`config.mk`:
```
export PLATFORM = sky130hd
export DESIGN_NAME = windowed_peak_event_selector
export DESIGN_NICKNAME = d
export VERILOG_FILES = /design/src/sv/wpes_pkg.sv /design/src/sv/windowed_peak_event_selector.sv /design/src/sv/wpes_cell.sv /design/src/sv/wpes_rsp_buf.sv
export SDC_FILE = /design/constraint.sdc
export NUM_CORES = 2
export LEC_CHECK = 0
export ABC_AREA = 0
export BUFFER_PORTS_ARGS = -buffer_cell sky130_fd_sc_hd__buf_2
export CAP_MARGIN = 25
export CORE_UTILIZATION = 40
export CTS_BUF_LIST = sky130_fd_sc_hd__clkbuf_4 sky130_fd_sc_hd__clkbuf_8
export CTS_CLUSTER_SIZE = 20
export DETAILED_ROUTE_END_ITERATION = 6
export PLACE_DENSITY = 0.58
export SLEW_MARGIN = 20
export SYNTH_ARGS = -nofsm -noshare
export SYNTH_HDL_FRONTEND = slang
export SYNTH_SLANG_ARGS = --single-unit
```
`constraint.sdc`:
```
create_clock -name clock -period 8.6 [get_ports clock]
set_clock_uncertainty 0.15 [all_clocks]
set_input_delay 0.86 -clock clock [delete_from_list [all_inputs] [get_ports clock]]
set_output_delay 0.86 -clock clock [all_outputs]
set_load 0.02 [all_outputs]
```
`src/sv/wpes_pkg.sv`:
```
package wpes_pkg;

   localparam int STORE_DEPTH  = 16;
   localparam int SCORE_BITS   = 32;
   localparam int TIME_BITS    = 32;
   localparam int NUMBER_BITS  = 32;
   localparam int HW_BITS      = 16;
   localparam int COUNT_BITS   = $clog2(STORE_DEPTH + 1);
   localparam int IDX_BITS     = $clog2(STORE_DEPTH);
   localparam logic [HW_BITS-1:0] HW_RESET = HW_BITS'(50);

   typedef logic signed [SCORE_BITS-1:0] score_type;

   typedef struct packed {
      logic [TIME_BITS-1:0]   time_stamp;
      score_type              score;
      logic [NUMBER_BITS-1:0] number;
      logic                   cand;
   } entry_type;

   typedef struct packed {
      logic [NUMBER_BITS-1:0] number;
      logic                   keep;
      logic                   overflow;
   } result_type;

   typedef struct packed {
      logic shift;
      logic load;
   } cell_ctrl_type;

endpackage

```
`src/sv/windowed_peak_event_selector.sv`:
```
// each request scans the stored events at the head cell, inserts the new event,
// then finishes; on a list end it first flushes every stored event out
// the head cell examines one stored event per cycle, unless the result buffer stalls
// a new request is accepted only once the previous one has finished
// reset: synchronous, empties the store, zeroes the event counter, half_width 50
module windowed_peak_event_selector (
   input  logic                          clock,
   input  logic                          reset,
   input  logic                          req_valid,
   output logic                          req_ready,
   input  logic [wpes_pkg::TIME_BITS-1:0] req_event_time,
   input  logic signed [31:0]            req_event_score,
   input  logic                          req_last_event,
   output logic                          rsp_valid,
   input  logic                          rsp_ready,
   output logic [31:0]                   rsp_event_index,
   output logic                          rsp_keep,
   output logic                          rsp_overflow,
   output logic                          rsp_last_result,
   input  logic                          csr_valid,
   output logic                          csr_ready,
   input  logic [wpes_pkg::HW_BITS-1:0]  csr_half_width
);
   import wpes_pkg::*;

   typedef enum logic [2:0] {
      ST_IDLE,
      ST_SCAN,
      ST_INSERT,
      ST_FLUSH,
      ST_FINISH
   } state_type;

   state_type              state_ff, state_in;
   logic [COUNT_BITS-1:0]  len_ff, len_in;
   logic [COUNT_BITS-1:0]  scan_ff, scan_in;
   logic [TIME_BITS-1:0]   t_ff, t_in;
   score_type              score_ff, score_in;
   logic                   last_ff, last_in;
   logic                   cand_ff, cand_in;
   logic [NUMBER_BITS-1:0] next_number_ff, next_number_in;
   logic [HW_BITS-1:0]     hw_ff, hw_in;

   entry_type              cell_entry [STORE_DEPTH];
   cell_ctrl_type          cell_ctrl [STORE_DEPTH];
   entry_type              head;
   entry_type              new_entry;
   entry_type              load_data;
   logic                   load_en;
   logic                   shift_en;
   logic [IDX_BITS-1:0]    load_pos;
   logic [COUNT_BITS-1:0]  len_minus_one;
   logic                   closed;
   score_type              req_score;

   logic                   push;
   result_type             push_data;
   logic                   finish;
   logic                   buf_ready;

   assign head          = cell_entry[0];
   assign new_entry     = '{time_stamp: t_ff, score: score_ff, number: next_number_ff,
                            cand: cand_ff};
   assign len_minus_one = len_ff - COUNT_BITS'(1);
   assign req_score     = $signed(req_event_score[SCORE_BITS-1:0]);
   assign closed        = {1'b0, t_ff} > ({1'b0, head.time_stamp} + (TIME_BITS + 1)'(hw_ff));

   assign req_ready = (state_ff == ST_IDLE);
   assign csr_ready = 1'b1;

   always_comb begin
      state_in       = state_ff;
      len_in         = len_ff;
      scan_in        = scan_ff;
      t_in           = t_ff;
      score_in       = score_ff;
      last_in        = last_ff;
      cand_in        = cand_ff;
      next_number_in = next_number_ff;
      hw_in          = hw_ff;
      shift_en       = 1'b0;
      load_en        = 1'b0;
      load_pos       = len_ff[IDX_BITS-1:0];
      load_data      = new_entry;
      push           = 1'b0;
      push_data      = '{number: head.number, keep: head.cand, overflow: 1'b0};
      finish         = 1'b0;

      if (csr_valid && csr_ready) begin
         hw_in = csr_half_width;
      end

      unique case (state_ff)
         ST_IDLE: begin
            if (req_valid) begin
               t_in     = req_event_time;
               score_in = req_score;
               last_in  = req_last_event;
               cand_in  = req_score > score_type'(0);
               scan_in  = len_ff;
               state_in = ST_SCAN;
            end
         end
         ST_SCAN: begin
            if (scan_ff == '0) begin
               state_in = ST_INSERT;
            end else if (closed) begin
               // right window over: decide and drop the head
               if (buf_ready) begin
                  push     = 1'b1;
                  shift_en = 1'b1;
                  len_in   = len_minus_one;
                  scan_in  = scan_ff - COUNT_BITS'(1);
               end
            end else begin
               // still open: compare both ways and send the head round to the tail
               shift_en       = 1'b1;
               load_en        = 1'b1;
               load_pos       = len_minus_one[IDX_BITS-1:0];
               load_data      = head;
               load_data.cand = head.cand && !($signed(score_ff) > $signed(head.score));
               cand_in        = cand_ff && !($signed(head.score) >= $signed(score_ff));
               scan_in        = scan_ff - COUNT_BITS'(1);
            end
         end
         ST_INSERT: begin
            if (len_ff == COUNT_BITS'(STORE_DEPTH)) begin
               // store full: oldest goes out early, new event lands in the last cell
               if (buf_ready) begin
                  push               = 1'b1;
                  push_data.overflow = 1'b1;
                  shift_en           = 1'b1;
                  load_en            = 1'b1;
                  load_pos           = IDX_BITS'(STORE_DEPTH - 1);
                  next_number_in     = next_number_ff + NUMBER_BITS'(1);
                  state_in           = last_ff ? ST_FLUSH : ST_FINISH;
               end
            end else begin
               load_en        = 1'b1;
               len_in         = len_ff + COUNT_BITS'(1);
               next_number_in = next_number_ff + NUMBER_BITS'(1);
               state_in       = last_ff ? ST_FLUSH : ST_FINISH;
            end
         end
         ST_FLUSH: begin
            if (len_ff == '0) begin
               next_number_in = '0;
               state_in       = ST_FINISH;
            end else if (buf_ready) begin
               push     = 1'b1;
               shift_en = 1'b1;
               len_in   = len_minus_one;
            end
         end
         ST_FINISH: begin
            if (buf_ready) begin
               finish   = 1'b1;
               state_in = ST_IDLE;
            end
         end
         default: begin
            state_in = ST_IDLE;
         end
      endcase
   end

   always_ff @(posedge clock) begin
      if (reset) begin
         state_ff       <= ST_IDLE;
         len_ff         <= '0;
         scan_ff        <= '0;
         next_number_ff <= '0;
         hw_ff          <= HW_RESET;
      end else begin
         state_ff       <= state_in;
         len_ff         <= len_in;
         scan_ff        <= scan_in;
         next_number_ff <= next_number_in;
         hw_ff          <= hw_in;
      end
      t_ff     <= t_in;
      score_ff <= score_in;
      last_ff  <= last_in;
      cand_ff  <= cand_in;
   end

   for (genvar i = 0; i < STORE_DEPTH; i++) begin : g_cell
      entry_type right_entry;

      assign cell_ctrl[i].shift = shift_en;
      assign cell_ctrl[i].load  = load_en && (load_pos == IDX_BITS'(i));

      if (i == STORE_DEPTH - 1) begin : g_tail
         assign right_entry = '0;
      end else begin : g_body
         assign right_entry = cell_entry[i + 1];
      end

      wpes_cell u_cell (
         .clock     (clock),
         .ctrl      (cell_ctrl[i]),
         .right_in  (right_entry),
         .load_in   (load_data),
         .entry_out (cell_entry[i])
      );
   end

   wpes_rsp_buf u_rsp_buf (
      .clock           (clock),
      .reset           (reset),
      .push            (push),
      .push_data       (push_data),
      .finish          (finish),
      .ready           (buf_ready),
      .rsp_valid       (rsp_valid),
      .rsp_ready       (rsp_ready),
      .rsp_event_index (rsp_event_index),
      .rsp_keep        (rsp_keep),
      .rsp_overflow    (rsp_overflow),
      .rsp_last_result (rsp_last_result)
   );

endmodule

```
`src/sv/wpes_cell.sv`:
```
module wpes_cell (
   input  logic                    clock,
   input  wpes_pkg::cell_ctrl_type ctrl,
   input  wpes_pkg::entry_type     right_in,
   input  wpes_pkg::entry_type     load_in,
   output wpes_pkg::entry_type     entry_out
);
   import wpes_pkg::*;

   entry_type entry_ff;
   entry_type entry_in;

   // shift toward the head, a cell selected for load takes the load bus instead
   always_comb begin
      entry_in = entry_ff;
      if (ctrl.shift) begin
         entry_in = right_in;
      end
      if (ctrl.load) begin
         entry_in = load_in;
      end
   end

   always_ff @(posedge clock) begin
      entry_ff <= entry_in;
   end

   assign entry_out = entry_ff;

endmodule

```
`src/sv/wpes_rsp_buf.sv`:
```
module wpes_rsp_buf (
   input  logic                   clock,
   input  logic                   reset,
   input  logic                   push,
   input  wpes_pkg::result_type   push_data,
   input  logic                   finish,
   output logic                   ready,
   output logic                   rsp_valid,
   input  logic                   rsp_ready,
   output logic [31:0]            rsp_event_index,
   output logic                   rsp_keep,
   output logic                   rsp_overflow,
   output logic                   rsp_last_result
);
   import wpes_pkg::*;

   logic       hold_valid_ff, hold_valid_in;
   result_type hold_ff, hold_in;
   logic       out_valid_ff, out_valid_in;
   result_type out_ff, out_in;
   logic       out_last_ff, out_last_in;
   logic       out_free;

   assign out_free = !out_valid_ff || rsp_ready;
   assign ready    = !hold_valid_ff || out_free;

   // one result is held back until it is known whether it closes the request
   always_comb begin
      hold_valid_in = hold_valid_ff;
      hold_in       = hold_ff;
      out_valid_in  = out_valid_ff && !rsp_ready;
      out_in        = out_ff;
      out_last_in   = out_last_ff;
      if (push && ready) begin
         if (hold_valid_ff) begin
            out_valid_in = 1'b1;
            out_in       = hold_ff;
            out_last_in  = 1'b0;
         end
         hold_valid_in = 1'b1;
         hold_in       = push_data;
      end
      if (finish && ready) begin
         if (hold_valid_ff) begin
            out_valid_in = 1'b1;
            out_in       = hold_ff;
            out_last_in  = 1'b1;
         end
         hold_valid_in = 1'b0;
      end
   end

   always_ff @(posedge clock) begin
      if (reset) begin
         hold_valid_ff <= 1'b0;
         out_valid_ff  <= 1'b0;
      end else begin
         hold_valid_ff <= hold_valid_in;
         out_valid_ff  <= out_valid_in;
      end
      hold_ff     <= hold_in;
      out_ff      <= out_in;
      out_last_ff <= out_last_in;
   end

   assign rsp_valid       = out_valid_ff;
   assign rsp_event_index = out_ff.number;
   assign rsp_keep        = out_ff.keep;
   assign rsp_overflow    = out_ff.overflow;
   assign rsp_last_result = out_last_ff;

endmodule

```
Yosys cells after proc, flatten, opt, wreduce, memory -nomap -nowiden
Index checks and enable logic that the tools add are counted.
{"block": "op_classes", "add_sub_neg": 5, "magnitude_cmp": 4, "eq_ne": 31, "mux": 93, "reduce_logical": 58}
{"operator": "$mux W97", "count": 35}
{"operator": "$mux W34", "count": 4}
{"operator": "$mux W32", "count": 3}
{"operator": "$pmux W32 S2", "count": 1}
{"operator": "$mux W5", "count": 9}
{"operator": "$reduce_bool A2 Y1", "count": 18}
{"operator": "$add A32 B16 Y33", "count": 1}
{"operator": "$gt A32 B33 Y1", "count": 1}
{"operator": "$add A32 B1 Y32 const B", "count": 1}
{"operator": "$eq A4 B4 Y1 const B", "count": 8}
{"operator": "$ge A32 B32 Y1", "count": 1}
{"operator": "$gt A32 B1 Y1 const B", "count": 1}
{"operator": "$gt A32 B32 Y1", "count": 1}
{"operator": "$mux W1", "count": 22}
{"operator": "$logic_and A1 B1 Y1", "count": 21}
{"operator": "$mux W3", "count": 7}
{"operator": "$eq A4 B3 Y1 const B", "count": 4}
{"operator": "$mux W4", "count": 4}
{"operator": "$ne A2 B2 Y1 const B", "count": 8}
{"operator": "$pmux W3 S5", "count": 1}
{"operator": "$pmux W5 S3", "count": 1}
{"operator": "$logic_not A5 Y1", "count": 2}
{"operator": "$pmux W5 S2", "count": 1}
{"operator": "$reduce_and A5 Y1", "count": 2}
{"operator": "other kinds (22)", "count": 34}
{"block": "word_totals", "ff_bits": 1750, "output_inout_bits": 38}

Longest topological paths before layout
{"block": "depth", "word_depth": 11, "ltp_mapped": 24, "depth_no_buf": 20}

Modules after synthesis
A second synthesis with hierarchy kept.
{"block": "unflattened", "hier_cells": 4580, "area_unflattened_um2": 78665.4}
{"module": "wpes_cell", "instances": 16, "cells_each": 206, "area_each_um2": 4162.7}
{"module": "windowed_peak_event_selector", "instances": 1, "cells_each": 1121, "area_each_um2": 9108.7}
{"module": "wpes_rsp_buf", "instances": 1, "cells_each": 163, "area_each_um2": 2952.8}

Worst setup path after synthesis
No wires, ideal clock.
{"block": "synth_path", "path_type": "register to register", "start": "register g_cell[0].u_cell.entry_ff (netlist bit g_cell[0].u_cell.entry_out[65])", "end": "register g_cell[8].u_cell.entry_ff (netlist bit g_cell[8].u_cell.entry_out[0]) (enable)", "arrival_ps": 7159, "t_required_ps": 7978, "slack_ps": 818, "path_stages_with_launch": 23, "path_buffers": 4, "period_less_slack_ps": 7782, "path_cell_list": "edfxtp_1 ha_1 fa_1 a211oi_1 o21ai_1 a311o_1 a21oi_1 o21bai_1 a21oi_1 xor2_1 ha_1 and4_1 a221oi_2 o22ai_1 or3_1 buf_4 a21oi_2 mux2i_1 and3_1 buf_2 buf_6 buf_4 nand2b_1"}
{"block": "synth_via", "elab_chain_cells": 8, "elab_cells_between_ends": 14, "classes_between": "1 x add/sub; 1 x order compare; 1 x eq/ne; 9 x mux; 2 x reduce/logical"}
{"item": "start: declaration", "line": "wpes_cell.sv:10", "text": "entry_type entry_ff;"}
{"item": "start signal: assignment", "line": "wpes_cell.sv:25", "text": "entry_ff <= entry_in;"}
{"item": "$add A32 B16 Y33 (*)", "line": "windowed_peak_event_selector.sv:66", "text": "assign closed = {1'b0, t_ff} > ({1'b0, head.time_stamp} + (TIME_BITS + 1)'(hw_ff));"}
{"item": "$gt A32 B33 Y1 (*)", "line": "windowed_peak_event_selector.sv:66"}
{"item": "$mux W4", "line": "windowed_peak_event_selector.sv:107", "text": "end else if (closed) begin"}
{"item": "$mux W4", "line": "windowed_peak_event_selector.sv:105", "text": "if (scan_ff == '0) begin"}
{"item": "$pmux W4 S2", "line": "windowed_peak_event_selector.sv:93", "text": "unique case (state_ff)"}
{"item": "$eq A4 B4 Y1", "line": "windowed_peak_event_selector.sv:191", "text": "assign cell_ctrl[i].load = load_en && (load_pos == IDX_BITS'(i));"}
{"item": "$logic_and A1 B1 Y1", "line": "windowed_peak_event_selector.sv:191"}
{"item": "$reduce_bool A2 Y1 (no source line) (*)"}
{"item": "end signal: assignment", "line": "wpes_cell.sv:25"}
{"item": "end: declaration", "line": "wpes_cell.sv:10"}
Mark *: on every way between the ends. The rest lies on a longest branch, timed or not.
A chain may end at the register's enable or synchronous reset.

==> flow_summary.json <==
{
  "path_max_fanout": 58,
  "totalPowerFinal_mw": 28.4,
  "place_congestion": 0.846,
  "yosys.area.top_type_share_pct": 66.0,
  "rr_startpoint": "g_cell[0].u_cell.entry_out[66]$_DFFE_PP_",
  "ctsHtreeMaxLevel": 5,
  "drc_errors": 0,
  "worst_slack_ns": 1.16,
  "seqPwrFrac_pct": 47.0,
  "clk_path_buf_depth": 4,
  "start_util_pct": 40.3,
  "wire_per_inst_um": 24.0,
  "combPwrFrac_pct": 26.8,
  "grtUsageTotal_pct": 19.1,
  "rows": 160,
  "coreArea_um2": 190000,
  "tns_ns": 0,
  "p_sw_share_pct": 31.3,
  "wirelength_mm": 185,
  "arrival_ns": 8.00,
  "fin_nets": 5122,
  "dp_cells": 7069,
  "die_width_um": 440,
  "final.min_clock_period_ns": 7.44,
  "setup_viol": 0,
  "synth-seq-cells": 1750,
  "drv_cap": 0,
  "cts_tree": "yes",
  "grt_pass1_wl_mm": 276,
  "place_ws_ns": 1.26,
  "clockRootBuffer": "clkbuf_8",
  "internal_power_mw": 19.5,
  "grt_pass1_vias": 41781,
  "crit_type": "reg2reg",
  "end_kind": "register",
  "r2r_end": "g_cell[3].u_cell.entry_out[52]$_DFFE_PP_",
  "p_leak_nw": 28.5,
  "hold_depth": 1,
  "final_common_cell": "edfxtp_1",
  "slew_headroom_pct": 30.0,
  "grt_overflow_total": 0,
  "worstSkewPairLatency_ns": 1.02,
  "cts_buffers": 310,
  "min_from": "req_event_time[1]",
  "cts_sinks": 1750,
  "drtAntennaViolNets": 0,
  "yosysTopAreaCell": "edfxtp_1",
  "pin_count": 124,
  "grt_start_max_net_pins": 98,
  "r2r_setup_slack_ns": 1.16,
  "hold_end": "t_ff[1]$_DFFE_PP_",
  "hp-class": "in2reg",
  "fin_cells": 7698,
  "netlist_instances": 4651,
  "drt_iter0_markers": 2657,
  "hold_violations": 0,
  "period_share_pct": 86.5,
  "synth-seq-area-share_pct": 67.6,
  "status": "finished clean",
  "synth_area_leaders": "edfxtp_1 (66%), mux2_2 (19%), mux2_1 (2.5%)",
  "peakVddDrop_uv": 278,
  "fmax_ghz": 0.134,
  "area_growth_pct": 13.5,
  "portBuffers": 122,
  "viasPerCell": 5.28,
  "cts.clk_slew.worst_paths_ns": 0.06,
  "antenna_found_initial": 6,
  "yosys_most_used_dff": "edfxtp_1",
  "async_flop_share_pct": 0,
  "p_clk_share_pct": 26.2,
  "mostFrequentLayoutCells": "edfxtp_1 (1687), mux2_2 (1287), clkbuf_8 (326)",
  "die-height_um": 440,
  "vias": 40623,
  "cp-start-kind": "register",
  "syn_area_per_cell_um2": 16.5,
  "synth-edff-count": 1687,
  "hpwl_mm": 102,
  "die-area_um2": 194000,
  "slew_viol_final": 0,
  "power_switching_mw": 8.90,
  "rsz0062_at_grt": "false",
  "required_ns": 9.16,
  "r2r_cells": 23,
  "synth_nets": 4822,
  "yosysUniqueCellTypes": 70,
  "firstDrtPassIters": 7,
  "ys_warn_count": 0,
  "syn_area_um2": 76800,
  "tightest_slew_ns": 1.05,
  "postCtsSetupRepairBufs": 0,
  "n_fill_cell": 16499,
  "power.density_nw_per_um2": 326,
  "drive_gt1_share_pct": 39.8
}
## worst max-delay path, stage by stage, from the launching register on
cell       delay (ns)
edfxtp_1         0.43
ha_1             0.31
a21o_1           0.16
a21oi_1          0.26
o21ai_0          0.12
o2111ai_1        0.14
o211a_1          0.24
o221ai_1         0.17
a221o_1          0.50
nand4_1          0.17
xor2_1           0.15
ha_1             0.27
nand2_1          0.11
nor3_1           0.06
buf_4            0.15
a211oi_1         0.36
o22ai_1          0.17
nor3_1           0.20
buf_4            0.19
o211ai_2         0.14
o32ai_2          0.51
o211a_4          0.79
buf_4            0.89
mux2_2           0.41
## area by class of cell
class | count | area (um2) | share of cell area, %
antenna | 17 | 42.5 | 0.0488
timing repair buffer | 311 | 2770 | 3.18
inverter | 53 | 199 | 0.228
multi-input combinational | 2525 | 23200 | 26.7
tap | 2511 | 3140 | 3.60
clock buffer | 452 | 5430 | 6.23
sequential | 1750 | 51900 | 59.6
clock inverter | 79 | 412 | 0.472
## power groups by stage
stage	Clock, mW	Sequential (mW)	Combinational, mW
2_1_floorplan	0	13.5	4.93
5_1_grt	8.03	13.6	8.27
3_5_place_dp	0	13.5	7.63
3_3_place_gp	0	13.5	7.51
4_1_cts	7.68	13.4	7.70
6_report	7.45	13.4	7.61
## cells in the mapped netlist (6+ instances only)
library cell,instances
edfxtp_1,1687
mux2_2,1287
nand2_1,279
mux2_1,170
clkbuf_1,136
buf_2,135
nor2_1,118
nor2b_1,106
ha_1,84
o21ai_0,66
dfxtp_1,63
a21oi_1,55
inv_1,53
mux2i_1,52
buf_6,37
xor2_1,33
xnor2_1,25
nand4_1,24
and3_1,22
nand3_1,22
nor3_1,22
nand2b_1,19
or3_1,14
nor4_1,11
buf_4,10
a211oi_1,9
a31oi_1,9
o21ai_1,7
o211ai_1,6
o21bai_1,6
## flip-flops by register name (all words and copies together), names as in the netlist, named ones only
name	flops
hw_ff	16
u_rsp_buf.rsp_valid	1
g_cell.u_cell.entry_out	1552
u_rsp_buf.hold_ff	34
last_ff	1
score_ff	32
state_ff	3
u_rsp_buf.hold_valid_ff	1
next_number_ff	32
t_ff	32
len_ff	5
scan_ff	5
cand_ff	1
## metrics by stage
stage	instance area, um2	hold slack, ns	utilization (%)
floorplan	76800	0.270	-
global placement	80400	0.289	42.2
detailed placement	80500	0.284	42.3
CTS	87100	0.0331	45.7
global route	87200	0.0663	45.8
finish	87200	0.133	45.8
## routing by layer
| metal | vias to the layer above | wire (um) | GRT usage, % |
|---|---|---|---|
| met5 | - | 0 | 0 |
| met4 | 0 | 4820 | 6.41 |
| met3 | 271 | 7840 | 3.40 |
| met2 | 954 | 94000 | 33.0 |
| met1 | 21082 | 78400 | 24.0 |
| li1 | 18316 | - | - |
## how the worst max path moves through the flow
stage	to	startpoint	slack, ns
3_5_place_dp	g_cell[1].u_cell.entry_out[4]$_DFFE_PP_	g_cell[0].u_cell.entry_out[66]$_DFFE_PP_	1.26
5_1_grt	g_cell[3].u_cell.entry_out[50]$_DFFE_PP_	g_cell[0].u_cell.entry_out[66]$_DFFE_PP_	0.79
2_1_floorplan	g_cell[8].u_cell.entry_out[0]$_DFFE_PP_	g_cell[0].u_cell.entry_out[65]$_DFFE_PP_	0.82
6_report	g_cell[3].u_cell.entry_out[52]$_DFFE_PP_	g_cell[0].u_cell.entry_out[66]$_DFFE_PP_	1.16
3_3_place_gp	g_cell[0].u_cell.entry_out[44]$_DFFE_PP_	g_cell[0].u_cell.entry_out[65]$_DFFE_PP_	1.27
4_1_cts	g_cell[1].u_cell.entry_out[93]$_DFFE_PP_	g_cell[0].u_cell.entry_out[66]$_DFFE_PP_	1.19
## what timing repair did
| item | CTS | global route |
|---|---|---|
| endpoints found under the hold margin | 78 | 0 |
| hold buffers | 78 | 0 |
| resized for setup | 0 | 0 |
## cell families (layout without fill, tap and decap cells)
family | after synthesis | after routing | synth area share [%]
XOR/XNOR | 58 | 58 | 0.661
flip-flops | 1750 | 1750 | 67.6
buffers and inverters | 376 | 895 | 2.47
adder cells (fa/ha/maj) | 85 | 85 | 1.39
other | 1 | 18 | 0.00488
multiplexers | 1509 | 1509 | 22.0
AO/OA/AOI/OAI | 212 | 212 | 1.76
AND/OR/NAND/NOR | 660 | 660 | 4.06
Note: power is estimated with default switching activity, not from simulation.
